--- src/id_allocator_with_quarantine_core_assert.svh ---
// ----------------------------------------------------------------------------
// Assertion macros for the id allocator core
// Shared helpers for concurrent checks, clocked on clk, disabled in reset
// ----------------------------------------------------------------------------
`ifndef ID_ALLOCATOR_WITH_QUARANTINE_CORE_ASSERT_SVH
`define ID_ALLOCATOR_WITH_QUARANTINE_CORE_ASSERT_SVH

// condition holds at every edge
`define IDQ_ASSERT(lbl, cond, msg) \
	lbl: assert property (@(posedge clk) disable iff (!arst_n) (cond)) else $error(msg);

// antecedent implies consequent in the next cycle
`define IDQ_ASSERT_NEXT(lbl, ante, cons, msg) \
	lbl: assert property (@(posedge clk) disable iff (!arst_n) (ante) |=> (cons)) \
		else $error(msg);

`endif

--- src/idq_pkg.sv ---
// ----------------------------------------------------------------------------
// idq_pkg
// Types and codes shared by the id allocator controller and datapath
// ----------------------------------------------------------------------------
package idq_pkg;

	// request kinds
	localparam logic [1:0] MODE_ALLOC   = 2'd0;
	localparam logic [1:0] MODE_RELEASE = 2'd1;
	localparam logic [1:0] MODE_LOCK    = 2'd2;
	localparam logic [1:0] MODE_DRAIN   = 2'd3;

	// result status codes
	localparam logic [1:0] ST_OK          = 2'd0;
	localparam logic [1:0] ST_REL_UNTAKEN = 2'd1;
	localparam logic [1:0] ST_ALL_USED    = 2'd2;
	localparam logic [1:0] ST_LOCK_TAKEN  = 2'd3;

	// search passes
	localparam logic [1:0] PASS_CURSOR = 2'd1;
	localparam logic [1:0] PASS_LOW    = 2'd2;
	localparam logic [1:0] PASS_HIGH   = 2'd3;

	// register indexes
	localparam logic REG_WRAP_AT = 1'b0;
	localparam logic REG_DELAY   = 1'b1;

	typedef struct packed {
		logic       clr_write;
		logic       in_load;
		logic       fifo_read;
		logic       drain_read;
		logic       drain_free;
		logic       pass_start;
		logic [1:0] pass_sel;
		logic       scan_read;
		logic       scan_next;
		logic       grant;
		logic       id_read;
		logic       rel_free;
		logic       rel_quar;
		logic       lock_set;
		logic       set_status;
		logic [1:0] status_code;
		logic       out_load;
	} dp_cmd_t;

	typedef struct packed {
		logic       clr_last;
		logic       fifo_nonempty;
		logic       head_due;
		logic       found;
		logic       row_last;
		logic [1:0] pass;
		logic       cursor_lt_w;
		logic       high_nonempty;
		logic       rel_ok;
		logic       lock_ok;
		logic       delay_zero;
		logic [1:0] mode;
		logic       out_free;
	} dp_sts_t;

endpackage

--- src/idq_ctrl.sv ---
// ----------------------------------------------------------------------------
// idq_ctrl
// Sequencer: clear sweep, quarantine drain, search passes, release and lock checks, result hand-off
// ----------------------------------------------------------------------------
`include "id_allocator_with_quarantine_core_assert.svh"

module idq_ctrl
	import idq_pkg::*;
(
	input  logic    clk,
	input  logic    arst_n,
	input  logic    in_acc,
	output logic    in_rdy,
	input  dp_sts_t sts,
	output dp_cmd_t cmd
);

	typedef enum logic [9:0] {
		S_CLR  = 10'b0000000001,
		S_IDLE = 10'b0000000010,
		S_DRD  = 10'b0000000100,
		S_DCHK = 10'b0000001000,
		S_DMAP = 10'b0000010000,
		S_OP   = 10'b0000100000,
		S_SRD  = 10'b0001000000,
		S_SCHK = 10'b0010000000,
		S_ICHK = 10'b0100000000,
		S_FIN  = 10'b1000000000
	} state_t;

	state_t state_q, state_d;

	assign in_rdy = (state_q == S_IDLE);

	// next state and commands
	always_comb begin
		state_d = state_q;
		cmd     = '0;
		case (state_q)
			S_CLR: begin
				cmd.clr_write = 1'b1;
				if (sts.clr_last) state_d = S_IDLE;
			end
			S_IDLE: begin
				if (in_acc) begin
					cmd.in_load = 1'b1;
					state_d     = S_DRD;
				end
			end
			S_DRD: begin
				if (sts.fifo_nonempty) begin
					cmd.fifo_read = 1'b1;
					state_d       = S_DCHK;
				end else begin
					state_d = S_OP;
				end
			end
			S_DCHK: begin
				if (sts.head_due) begin
					cmd.drain_read = 1'b1;
					state_d        = S_DMAP;
				end else begin
					state_d = S_OP;
				end
			end
			S_DMAP: begin
				cmd.drain_free = 1'b1;
				state_d        = S_DRD;
			end
			S_OP: begin
				case (sts.mode)
					MODE_ALLOC: begin
						cmd.pass_start = 1'b1;
						cmd.pass_sel   = sts.cursor_lt_w ? PASS_CURSOR : PASS_LOW;
						state_d        = S_SRD;
					end
					MODE_RELEASE, MODE_LOCK: begin
						cmd.id_read = 1'b1;
						state_d     = S_ICHK;
					end
					default: state_d = S_FIN;
				endcase
			end
			S_SRD: begin
				cmd.scan_read = 1'b1;
				state_d       = S_SCHK;
			end
			S_SCHK: begin
				if (sts.found) begin
					cmd.grant = 1'b1;
					state_d   = S_FIN;
				end else if (!sts.row_last) begin
					cmd.scan_next = 1'b1;
					state_d       = S_SRD;
				end else if (sts.pass == PASS_CURSOR) begin
					cmd.pass_start = 1'b1;
					cmd.pass_sel   = PASS_LOW;
					state_d        = S_SRD;
				end else if (sts.pass == PASS_LOW && sts.high_nonempty) begin
					cmd.pass_start = 1'b1;
					cmd.pass_sel   = PASS_HIGH;
					state_d        = S_SRD;
				end else begin
					cmd.set_status  = 1'b1;
					cmd.status_code = ST_ALL_USED;
					state_d         = S_FIN;
				end
			end
			S_ICHK: begin
				if (sts.mode == MODE_RELEASE) begin
					if (!sts.rel_ok) begin
						cmd.set_status  = 1'b1;
						cmd.status_code = ST_REL_UNTAKEN;
					end else if (sts.delay_zero) begin
						cmd.rel_free = 1'b1;
					end else begin
						cmd.rel_quar = 1'b1;
					end
				end else if (sts.lock_ok) begin
					cmd.lock_set = 1'b1;
				end else begin
					cmd.set_status  = 1'b1;
					cmd.status_code = ST_LOCK_TAKEN;
				end
				state_d = S_FIN;
			end
			S_FIN: begin
				if (sts.out_free) begin
					cmd.out_load = 1'b1;
					state_d      = S_IDLE;
				end
			end
			default: state_d = S_CLR;
		endcase
	end

	// state register
	always_ff @(posedge clk or negedge arst_n) begin
		if (!arst_n) state_q <= S_CLR;
		else         state_q <= state_d;
	end

	`IDQ_ASSERT_NEXT(a_load_to_drain, in_acc && in_rdy, state_q == S_DRD, "load did not start drain")
	`IDQ_ASSERT_NEXT(a_grant_to_fin, cmd.grant, state_q == S_FIN, "grant not followed by result")
	`IDQ_ASSERT(a_state_onehot, $onehot(state_q), "state register not one-hot")

endmodule

--- config.mk ---
export PLATFORM = sky130hd
export DESIGN_NAME = idq_ctrl
export DESIGN_NICKNAME = d
export VERILOG_FILES = /design/src/idq_pkg.sv /design/src/idq_ctrl.sv
export VERILOG_INCLUDE_DIRS = /design/src /design/src/src
export SDC_FILE = /design/constraint.sdc
export NUM_CORES = 1
export LEC_CHECK = 0
export ABC_AREA = 1
export BUFFER_PORTS_ARGS = -buffer_cell sky130_fd_sc_hd__buf_2
export CAP_MARGIN = 5
export CORE_UTILIZATION = 52
export DETAILED_ROUTE_END_ITERATION = 12
export GPL_ROUTABILITY_DRIVEN = 0
export HOLD_SLACK_MARGIN = 0.1
export MAX_ROUTING_LAYER = met4
export PLACE_DENSITY = 0.84
export SYNTH_ARGS = -nofsm -noshare
export SYNTH_HDL_FRONTEND = slang
export SYNTH_SLANG_ARGS = --single-unit
--- constraint.sdc ---
create_clock -name clk -period 3 [get_ports clk]
set_input_delay 0.15 -clock clk [delete_from_list [all_inputs] [get_ports clk]]
set_output_delay 0.15 -clock clk [all_outputs]
set_load 0.05 [all_outputs]
# After elaboration in Yosys (flattened, before gate mapping)
# Cells that the tools add are included.
# word_totals
out_inout_bits	20
input_bits	18
ff_bits	10
# classes
n_eq_ne	17
reduce_logical	4
mux	50
# ops
op	n
$pmux 10 s10	1
$mux 10	7
$mux 3	13
$mux 1	20
$pmux 10 s2	1
$mux 6	2
$pmux 3 s2	2
$eq 10x1->1 const B	1
$eq 10x10->1 const B	1
$eq 10x2->1 const B	1
$eq 10x3->1 const B	1
$eq 10x4->1 const B	1
$eq 10x5->1 const B	1
$eq 10x6->1 const B	1
$eq 10x7->1 const B	1
$eq 10x8->1 const B	1
$eq 10x9->1 const B	1
$mux 2	4
$ne 2x2->1 const B	3
$eq 2x1->1 const B	2
$eq 2x2->1 const B	2
$reduce_and 3->1	1
$logic_not 2->1	1
$reduce_or 2->1	1
$logic_and 1x1->1	1

# Depth between registers and ports, before layout
# Gate-level depths: netlist (run 1).
# logic_depth
word_depth	7
mapped_depth	8
depth_no_buf	8

# Least setup slack after synthesis (run 1)
# No wires, ideal clock.
# synth_timing
kind	register to output
from	register state_q[9]
to	output cmd[9] in the netlist's numbering
t_arrival_ps	2032
stages_incl_launch_ff	7
slack_ps	818
path_cell_list	dfrtp_1 > nor2_2 > buf_6 > nand3_1 > nor2_2 > inv_1 > nor3_1
# synth_lines
item	line	text
start, declared	idq_ctrl.sv:31	state_t state_q, state_d;
start signal, assigned	idq_ctrl.sv:140	else state_q <= state_d;
end, declared	idq_ctrl.sv:15	output dp_cmd_t cmd

==> key figures, run 1 <==
Synth
  – Avg Synthesized Cell Area: 6.51 um^2
  – Dominant combinational cell family by area after synthesis: simple AND/OR/NAND/NOR gates
  – Register area share after synthesis: 0.258
  – Async set-reset flop share out of synthesis: 1.00
  – Area of the mapped netlist: 976 um^2
  – Number of storage elements in the synthesis netlist: 10
  – Share of synthesized cell area in full adder, half adder and majority cells: 0.0385
  – Fraction of the mapped netlist area in simple logic gates: 0.501
  – Post-synth EDFFs: 0
  – Leading cell types by count after synthesis: inv_1, nor2_1, nand2_1
  – Gate count after technology mapping: 150
  – Portion of synthesized cell area occupied by the leading cell type: 0.231
  – Yosys Warn Count: 0
  – Syn nets: 171
  – Synth Flop Type: dfrtp_1
  – Most frequent cell after synthesis: inv_1
  – Xor and xnor fraction of the mapped netlist area: 0
  – Compound-Gate Fraction of Synth Area: 0.0679
  – Most area-consuming cells after synthesis: dfrtp_1, inv_1, nor2_1, nand2_1, nand3_1
  – Number of distinct standard cells referenced by the synthesized netlist: 24
  – Largest area contributor in the netlist: dfrtp_1
  – Share of synthesized area spent on multiplexers: 0

Worst hold path
  – Startpoint of the lowest-slack hold path: sts[14]
  – Min-Delay Path Depth: 4
  – Worst-case hold path end point: state_q[0]$_DFFE_PN1P_
  – Hold Path Class: in -> reg

Timing
  – Final period utilization: 0.709
  – Top achievable clock speed: 470 MHz
  – Final count of negative-setup-slack endpoints: 0
  – Pins over their slew limit: 0
  – Worst slew pin tran: 0.415 ns
  – Relative slew slack: 0.723
  – Layout Skew: 0.00208 ns
  – Final number of hold-violating endpoints: 0
  – Unrepaired setup endpoints after global routing: no
  – Final critical delay including setup and external delays: 2.13 ns
  – Setup_tns: 0 ns
  – Worst Setup Slack, final: 0.874 ns

Cells and area
  – Largest register FFs: 10
  – Area growth syn-to-layout: 27.8%
  – Fraction of final layout cells sized beyond drive strength 1: 0.316
  – Most flop-heavy register: state_q
  – Net total in the final layout: 215
  – Area taken by multi-input logic gates: 593 um^2
  – Biggest registers after layout: state_q x10
  – Post-Layout Cell Count: 218
  – Fill cells: 156
  – Number of antenna cells inserted: 0
  – Area used by sequential logic in the layout: 251 um^2

Route
  – Routed Wire Length: 2280 um
  – Number of vias after detailed routing: 1089
  – Count of TritonRoute iterations in the first routing pass: 4
  – Average via count per standard cell: 5.00
  – Drt drc: 0
  – Routed WL per cell: 10.5 um
  – Number of DRC markers in iteration 0: 25
  – Post-detailed-route count of antenna-violating nets: 0

Clock tree
  – CTS clk-pin slew, worst paths: 0.07 ns
  – H-tree levels: 1
  – Number of buffers added to fix hold violations after cts: 2
  – TritonCTS clock tree: done
  – Post-cts sizing count: 0
  – Clock latency at the later pin of the worst-skew pair: 0.27 ns
  – Worst-case clock buffer depth: 2
  – Number of setup buffers added after CTS: 0
  – Root Buffer: clkbuf_4
  – TritonCTS sink count: 10
  – Number of buffers created by CTS: 3

GRT
  – Antenna violations before repair: 0
  – GR Util All Layers: 0.259
  – First-pass GRT wire length: 3680 um
  – Number of global-route vias before repair: 939
  – Remaining global-route overflow: 0
  – Largest net degree at the start of global routing: 13

Setup path
  – Maximum net fanout on the critical path: 12
  – Reg-to-reg startpoint: state_q[9]$_DFFE_PN0P_
  – R2r endpoint: state_q[2]$_DFFE_PN0P_
  – Worst Setup Path Type: reg -> out
  – Setup crit end kind: primary output
  – Count of cells along the worst register-to-register path: 6
  – Internal reg-to-reg setup slack: 1.45 ns
  – Worst endpoint data arrival time: 1.98 ns
  – Worst setup SP type: flop
  – Data required, critical path: 2.85 ns

Floorplan
  – Count of boundary I/O pins: 38
  – Die Ht: 45.3 um
  – Area of the placeable core: 1750 um^2
  – Effective utilization at floorplan: 0.559
  – Die Outline Area: 2050 um^2
  – Placement Rows: 15
  – Horizontal die dimension: 45.3 um

Place
  – Detail Placement HPWL: 1890 um
  – Input/output buffers: 37
  – Placed Cells incl. Taps: 211
  – DP Worst Slack: 1.20 ns

Status
  – Outcome: complete, no violations

Power
  – Leakage dissipation: 0.740 nW
  – P per Cell Area: 581 nW/um^2
  – Worst IR drop on VDD: 317 uV

Run
  – Number of violations of the max-capacitance limit: 0
## worst max-delay path by stage
stage / slack [ns] / cells past startpoint / end / startpoint
final: 0.87 / 6 / cmd[11] / state_q[9]$_DFFE_PN0P_
after CTS: 0.89 / 6 / cmd[11] / state_q[9]$_DFFE_PN0P_
after global routing: 0.71 / 6 / cmd[11] / state_q[9]$_DFFE_PN0P_
after detailed placement: 1.20 / 6 / cmd[11] / state_q[9]$_DFFE_PN0P_
after floorplan: 0.82 / 6 / cmd[9] / state_q[9]$_DFFE_PN0P_
after global placement: 1.24 / 6 / cmd[11] / state_q[9]$_DFFE_PN0P_
## cell families (layout without fill, tap and decap cells)
kind of cell    Yosys count  count (layout)
simple gates             93              93
buf+inv                  33              76
compound gates           11              11
flops                    10              10
fa+ha+maj                 3               3
## where the power goes
group / switching (mW) / total (mW) / leakage [nW] / internal (mW)
combinational: 0.275 / 0.407 / 0.584 / 0.131
sequential: 0.0313 / 0.192 / 0.134 / 0.161
clock: 0.0520 / 0.126 / 0.0210 / 0.0739
## critical path: stages (launching register included)
cell and delay, ns:
dfrtp_1 0.41, nor2_2 0.37, inv_1 0.12, nor2_1 0.18, nand3_1 0.17, o22ai_1 0.17, buf_2 0.28
## per-layer routing
metal  global-route usage  part of all wire
met5                    -                 0
met4                0.109             0.015
met3               0.0360             0.042
met2                0.458              0.52
met1                0.289              0.42
## cells in the final DEF (no fill, tap or decap)
| master | count |
|---|---|
| a21oi_2 | 1 |
| buf_2 | 37 |
| clkbuf_4 | 3 |
| clkbuf_8 | 1 |
| clkinv_1 | 1 |
| dfrtp_1 | 9 |
| dfstp_2 | 1 |
| dlygate4sd3_1 | 3 |
| ha_1 | 3 |
| inv_1 | 30 |
| inv_2 | 1 |
| nand2_1 | 22 |
| nand2_2 | 1 |
| nand2_4 | 3 |
| nand3_1 | 16 |
| nand3_2 | 2 |
| nand4_1 | 7 |
| nor2_1 | 28 |
| nor2_2 | 5 |
| nor2_4 | 3 |
| nor2_8 | 1 |
| nor3_1 | 4 |
| nor3b_2 | 1 |
| o21ai_0 | 3 |
| o21ai_1 | 3 |
| o21ai_2 | 1 |
| o22ai_1 | 3 |
## through the flow
step / hold WS [ns] / instance area, um^2 / total power, mW / util
4_1_cts: 0.102 / 1240 / 0.726 / 0.709
6_report: 0.121 / 1250 / 0.725 / 0.715
5_1_grt: 0.156 / 1250 / 0.778 / 0.715
3_3_place_gp: 0.0203 / 1180 / 0.587 / 0.677
2_1_floorplan: -0.146 / 976 / 0.518 / -
3_5_place_dp: 0.0244 / 1180 / 0.598 / 0.677
## final cells by class
type	instances	area share
Multi-Input combinational cell	107	0.475
Sequential cell	10	0.202
Timing Repair Buffer	40	0.173
Inverter	32	0.0963
Clock buffer	4	0.0291
Tap cell	25	0.0251
Power figures use the tool's default switching activity.
==> run 2: changes to the inputs <==
--- a/config.mk
+++ b/config.mk
@@ -9,12 +9,12 @@
 export ABC_AREA = 1
 export BUFFER_PORTS_ARGS = -buffer_cell sky130_fd_sc_hd__buf_2
 export CAP_MARGIN = 5
-export CORE_UTILIZATION = 52
+export CORE_UTILIZATION = 48
 export DETAILED_ROUTE_END_ITERATION = 12
 export GPL_ROUTABILITY_DRIVEN = 0
 export HOLD_SLACK_MARGIN = 0.1
 export MAX_ROUTING_LAYER = met4
-export PLACE_DENSITY = 0.84
+export PLACE_DENSITY = 0.79
 export SYNTH_ARGS = -nofsm -noshare
 export SYNTH_HDL_FRONTEND = slang
 export SYNTH_SLANG_ARGS = --single-unit
==> constraint.sdc (replaced) <==
create_clock -name clk -period 2.1 [get_ports clk]
set_input_delay 0.105 -clock clk [delete_from_list [all_inputs] [get_ports clk]]
set_output_delay 0.105 -clock clk [all_outputs]
set_load 0.05 [all_outputs]
==> run 2 against run 1 <==
  * Non-clock buffer count rose by 3
  * Clock power rose by 40%
  * Die area rose by 8.0%
  * Cell count rose by 1.4%
  * Global-route usage rose by 1.0 points
  * Combinational power rose by 46%
  * Sequential cell count did not move
  * Sequential power rose by 43%
  * Register-to-register slack got worse by 1.3 ns
  * Clock-buffer cell count did not move
  * Critical endpoint is now cmd[2]
  * Largest cell class unchanged
==> key figures, run 2 (synthesis gave the netlist of run 1 again) <==
Floorplan
  – Placement Rows: 15
  – Die Outline Area: 2220 um^2
  – Effective utilization at floorplan: 0.536
  – Horizontal die dimension: 47.1 um
  – Die Ht: 47.1 um
  – Area of the placeable core: 1820 um^2
  – Count of boundary I/O pins: 38

Timing
  – Pins over their slew limit: 0
  – Final number of hold-violating endpoints: 0
  – Final critical delay including setup and external delays: 1.97 ns
  – Relative slew slack: 0.698
  – Final period utilization: 0.936
  – Final count of negative-setup-slack endpoints: 0
  – Setup_tns: 0 ns
  – Top achievable clock speed: 509 MHz
  – Unrepaired setup endpoints after global routing: no
  – Worst slew pin tran: 0.448 ns
  – Layout Skew: 0.00842 ns

Power
  – Switching power: 0.518 mW
  – Sum of internal, switching and leakage power: 1.04 mW
  – Power share of the combinational group: 0.569
  – P per Cell Area: 816 nW/um^2
  – Cell internal power dissipation: 0.527 mW
  – Leakage dissipation: 0.756 nW
  – Switching power as a share of total power: 0.496
  – Power share of the clock group: 0.169
  – Worst IR drop on VDD: 657 uV
  – Share of power burned in registers: 0.262

Cells and area
  – Largest register FFs: 10
  – Net total in the final layout: 218
  – Most flop-heavy register: state_q
  – Biggest registers after layout: state_q x10
  – Number of antenna cells inserted: 0
  – Commonest cells after routing, fill and taps aside: buf_2, inv_1, nor2_1
  – Area taken by multi-input logic gates: 598 um^2
  – Fill cells: 166
  – Leading cell type in the layout, fill and taps excluded: buf_2
  – Area growth syn-to-layout: 31.2%
  – Fraction of final layout cells sized beyond drive strength 1: 0.321
  – Area used by sequential logic in the layout: 251 um^2

GRT
  – Antenna violations before repair: 0
  – First-pass GRT wire length: 3970 um
  – GR Util All Layers: 0.270
  – Number of global-route vias before repair: 959
  – Largest net degree at the start of global routing: 11
  – Remaining global-route overflow: 0

Setup path
  – Worst endpoint data arrival time: 1.86 ns
  – Internal reg-to-reg setup slack: 0.19 ns
  – R2r endpoint: state_q[5]$_DFFE_PN0P_
  – Critical path, cell by cell: nor2_4 > nand2_4 > nor2_2 > nand3_2 > o21ai_1 > buf_2
  – Maximum net fanout on the critical path: 6
  – Reg-to-reg startpoint: state_q[5]$_DFFE_PN0P_
  – Worst path max stage delay: 0.46 ns
  – Setup crit end kind: primary output
  – Worst setup SP type: flop
  – Count of cells along the worst register-to-register path: 6
  – Critical-path cell with the highest stage delay: dfrtp_1
  – Data required, critical path: 2.00 ns
  – Worst Setup Path Type: reg -> out

Route
  – Number of DRC markers in iteration 0: 40
  – Post-detailed-route count of antenna-violating nets: 0
  – Drt drc: 0
  – Routed Wire Length: 2480 um
  – Number of vias after detailed routing: 1115
  – Routed WL per cell: 11.2 um
  – Average via count per standard cell: 5.05
  – Count of TritonRoute iterations in the first routing pass: 6

Clock tree
  – TritonCTS sink count: 10
  – Clock latency at the later pin of the worst-skew pair: 0.27 ns
  – Post-cts sizing count: 0
  – Number of buffers created by CTS: 3
  – Worst-case clock buffer depth: 2
  – TritonCTS clock tree: done
  – H-tree levels: 1
  – Root Buffer: clkbuf_4
  – CTS clk-pin slew, worst paths: 0.07 ns

Worst hold path
  – Startpoint of the lowest-slack hold path: in_acc
  – Min-Delay Path Depth: 4
  – Worst-case hold path end point: state_q[1]$_DFFE_PN0P_
  – Hold Path Class: in -> reg

Place
  – Input/output buffers: 37
  – Detail Placement HPWL: 1990 um

Status
  – Outcome: complete, no violations

Run
  – Number of violations of the max-capacitance limit: 0
run 2: worst max-delay path, delay by kind of cell (launching register included):
| family | cells | cell delay [ns] |
|---|---|---|
| buffers and inverters | 1 | 0.28 |
| DFF | 1 | 0.46 |
| and+or+nand+nor | 4 | 0.69 |
| AOI/OAI and AO/OA | 1 | 0.15 |
run 2: how the worst max path moves through the flow:
stage	start	to	slack (ns)
global route	state_q[9]$_DFFE_PN0P_	cmd[17]	0.01
finish	state_q[1]$_DFFE_PN0P_	cmd[2]	0.13
global placement	state_q[9]$_DFFE_PN0P_	cmd[11]	0.52
detailed placement	state_q[9]$_DFFE_PN0P_	cmd[17]	0.48
floorplan	state_q[1]$_DFFE_PN0P_	cmd[4]	-0.002
CTS	state_q[9]$_DFFE_PN0P_	cmd[17]	0.15
run 2: layout make-up:
cell class / count / share of cell area
multi-input combinational: 107 / 0.467
sequential: 10 / 0.196
timing repair buffer: 43 / 0.190
inverter: 32 / 0.0938
clock buffer: 4 / 0.0283
tap: 25 / 0.0244
run 2: metrics by stage:
step	hold slack (ns)	area, um^2	util	setup slack [ns]	cells
floorplan	-0.191	981	-	-0.00169	150
global placement	-0.0233	1190	0.656	0.524	212
detailed placement	-0.0231	1190	0.656	0.477	212
CTS	0.162	1280	0.703	0.151	221
global route	0.193	1280	0.703	0.0134	221
finish	0.167	1280	0.703	0.134	221
run 2: repair_timing:
item                      4_1_cts  5_1_grt
hold buffers                    5        0
hold endpoints to repair       14        0
setup buffers                   0        0
run 2: power by group through the flow:
stage,Sequential (mW),Combinational [mW],Clock (mW)
floorplan,0.268,0.473,0
global placement,0.273,0.570,0
detailed placement,0.277,0.576,0
CTS,0.272,0.592,0.180
global route,0.277,0.656,0.189
finish,0.274,0.595,0.176
run 2: metal layers:
metal  vias to the layer above  GRT usage  routed length (um)
met5                         -          -                   0
met4                         0     0.0743                  18
met3                         4     0.0692                 132
met2                        34      0.431                1260
met1                       509      0.336                1070
li1                        568          -                   -
==> run 3: changes to the inputs <==
--- a/config.mk
+++ b/config.mk
@@ -9,12 +9,17 @@
 export ABC_AREA = 1
 export BUFFER_PORTS_ARGS = -buffer_cell sky130_fd_sc_hd__buf_2
 export CAP_MARGIN = 5
-export CORE_UTILIZATION = 48
+export CELL_PAD_IN_SITES_DETAIL_PLACEMENT = 1
+export CELL_PAD_IN_SITES_GLOBAL_PLACEMENT = 2
+export CORE_ASPECT_RATIO = 0.5
+export CORE_UTILIZATION = 24
+export CTS_CLUSTER_SIZE = 28
 export DETAILED_ROUTE_END_ITERATION = 12
 export GPL_ROUTABILITY_DRIVEN = 0
 export HOLD_SLACK_MARGIN = 0.1
 export MAX_ROUTING_LAYER = met4
-export PLACE_DENSITY = 0.79
+export PLACE_DENSITY_LB_ADDON = 0.1
+export SKIP_LAST_GASP = 1
 export SYNTH_ARGS = -nofsm -noshare
 export SYNTH_HDL_FRONTEND = slang
 export SYNTH_SLANG_ARGS = --single-unit
==> run 3 against run 2 <==
  * Via count shrank 5.3%
  * Critical path depth is the same
  * Die area grew 96%
  * Sequential power is essentially flat
  * Register-to-register slack gained 0.40 ns
  * Worst setup slack gained 0.059 ns
  * Clock-buffer cell count is the same
  * Worst hold slack lost 0.064 ns
  * Clock skew shrank 0.0072 ns
  * Maximum frequency grew 3.1%
  * Critical path type unchanged
  * Critical endpoint is now cmd[11]
  * Largest cell class unchanged
  * Highest routed layer unchanged
==> key figures, run 3 (synthesis gave the netlist of run 1 again) <==
Status
  – Outcome: complete, no violations

Floorplan
  – Die Outline Area: 4340 um^2
  – Horizontal die dimension: 92.2 um
  – Die Ht: 47.1 um
  – Placement Rows: 15
  – Area of the placeable core: 3660 um^2
  – Effective utilization at floorplan: 0.267
  – Count of boundary I/O pins: 38

Timing
  – Final number of hold-violating endpoints: 0
  – Unrepaired setup endpoints after global routing: no
  – Pins over their slew limit: 0
  – Worst Setup Slack, final: 0.192 ns
  – Final critical delay including setup and external delays: 1.91 ns
  – Top achievable clock speed: 524 MHz
  – Final count of negative-setup-slack endpoints: 0
  – Relative slew slack: 0.724
  – Final worst hold slack: 0.103 ns
  – Layout Skew: 0.00123 ns
  – Worst slew pin tran: 0.410 ns
  – Final period utilization: 0.908

Route
  – Routed Wire Length: 2820 um
  – Count of TritonRoute iterations in the first routing pass: 4
  – Post-detailed-route count of antenna-violating nets: 0
  – Number of DRC markers in iteration 0: 25
  – Drt drc: 0
  – Number of vias after detailed routing: 1056
  – Routed WL per cell: 11.6 um
  – Average via count per standard cell: 4.35

Setup path
  – Critical path, cell by cell: nor2_2 > inv_1 > nor2_1 > nand3_1 > o22ai_1 > buf_2
  – Setup crit end kind: primary output
  – Worst endpoint data arrival time: 1.80 ns
  – Worst setup SP type: flop
  – Buf/Inv on CP: 2
  – CP top delay family: simple AND/OR/NAND/NOR gates
  – Maximum net fanout on the critical path: 4
  – Data required, critical path: 2.00 ns
  – Worst path max stage delay: 0.40 ns
  – Worst Setup Path Type: reg -> out
  – Critical-path cell with the highest stage delay: dfrtp_1

Clock tree
  – Worst-case clock buffer depth: 2
  – Clock latency at the later pin of the worst-skew pair: 0.24 ns
  – CTS clk-pin slew, worst paths: 0.05 ns
  – Number of buffers created by CTS: 3
  – H-tree levels: 1
  – Number of setup buffers added after CTS: 0
  – TritonCTS clock tree: done
  – TritonCTS sink count: 10
  – Post-cts sizing count: 0
  – Root Buffer: clkbuf_8
  – Number of buffers added to fix hold violations after cts: 1

GRT
  – Largest net degree at the start of global routing: 11
  – Number of global-route vias before repair: 1048
  – Most Crowded Layer GR: met2
  – Met1 global-route usage: 0.183
  – GR Util All Layers: 0.148
  – Remaining global-route overflow: 0
  – Routing usage on met3: 0.0340
  – GR met2 Demand/Resource: 0.248
  – Antenna violations before repair: 0
  – First-pass GRT wire length: 4640 um

Cells and area
  – Most flop-heavy register: state_q
  – Number of antenna cells inserted: 0
  – Largest register FFs: 10
  – Biggest registers after layout: state_q x10
  – Net total in the final layout: 214
  – Area growth syn-to-layout: 31.3%
  – Fraction of final layout cells sized beyond drive strength 1: 0.323
  – Leading cell type in the layout, fill and taps excluded: buf_2
  – Commonest cells after routing, fill and taps aside: buf_2, inv_1, nor2_1

Run
  – Number of violations of the max-capacitance limit: 0

Power
  – P per Cell Area: 843 nW/um^2
  – Leakage dissipation: 0.738 nW
  – Worst IR drop on VDD: 205 uV

Place
  – Detail Placement HPWL: 2420 um
  – DP Worst Slack: 0.427 ns
  – Input/output buffers: 37

Worst hold path
  – Hold Path Class: in -> reg
run 3: tightest hold or removal path, delay by kind of cell:
kind,cells,cell delay [ns]
simple gates,1,0.04
buf+inv,2,0.16
run 3: area by class of cell:
class                   count  area, um^2
clock buffers               4        45.0
fillers                   520        2380
inverters                  32         120
multi-input cells         107         598
flip-flops and latches     10         251
well taps                  51        63.8
repair buffers             39         203
run 3: power by group:
part | internal [mW] | switching (mW) | total [mW]
clock network | 0.134 | 0.0874 | 0.221
logic | 0.186 | 0.398 | 0.584
registers | 0.230 | 0.0446 | 0.275
run 3: worst paths after layout:
| path | slack, ns | cells after the start | startpoint | end |
|---|---|---|---|---|
| min | 0.10 | 3 | sts[13] | state_q[3]$_DFFE_PN0P_ |
| min reg2reg | 0.60 | 3 | state_q[7]$_DFFE_PN0P_ | state_q[7]$_DFFE_PN0P_ |
| max reg2reg | 0.59 | 7 | state_q[9]$_DFFE_PN0P_ | state_q[2]$_DFFE_PN0P_ |
| max in group asynchronous | 1.56 | 2 | arst_n | state_q[0]$_DFFE_PN1P_ |
| max | 0.19 | 6 | state_q[9]$_DFFE_PN0P_ | cmd[11] |
| min in group asynchronous | 0.27 | 2 | arst_n | state_q[5]$_DFFE_PN0P_ |
run 3: through the flow:
step / instance area (um^2) / TNS (ns) / cells / total power, mW / util
floorplan: 981 / -0.00339 / 150 / 0.741 / -
global placement: 1230 / 0 / 238 / 0.875 / 0.335
detailed placement: 1230 / 0 / 238 / 0.871 / 0.335
CTS: 1280 / 0 / 243 / 1.10 / 0.350
global route: 1280 / 0 / 243 / 1.17 / 0.350
finish: 1280 / 0 / 243 / 1.08 / 0.350
run 3: routing by layer:
metal | up-vias | share of wire
met5 | - | 0
met1 | 462 | 0.52
met3 | 2 | 0.054
met2 | 33 | 0.43
li1 | 559 | -
met4 | 0 | 0.0046
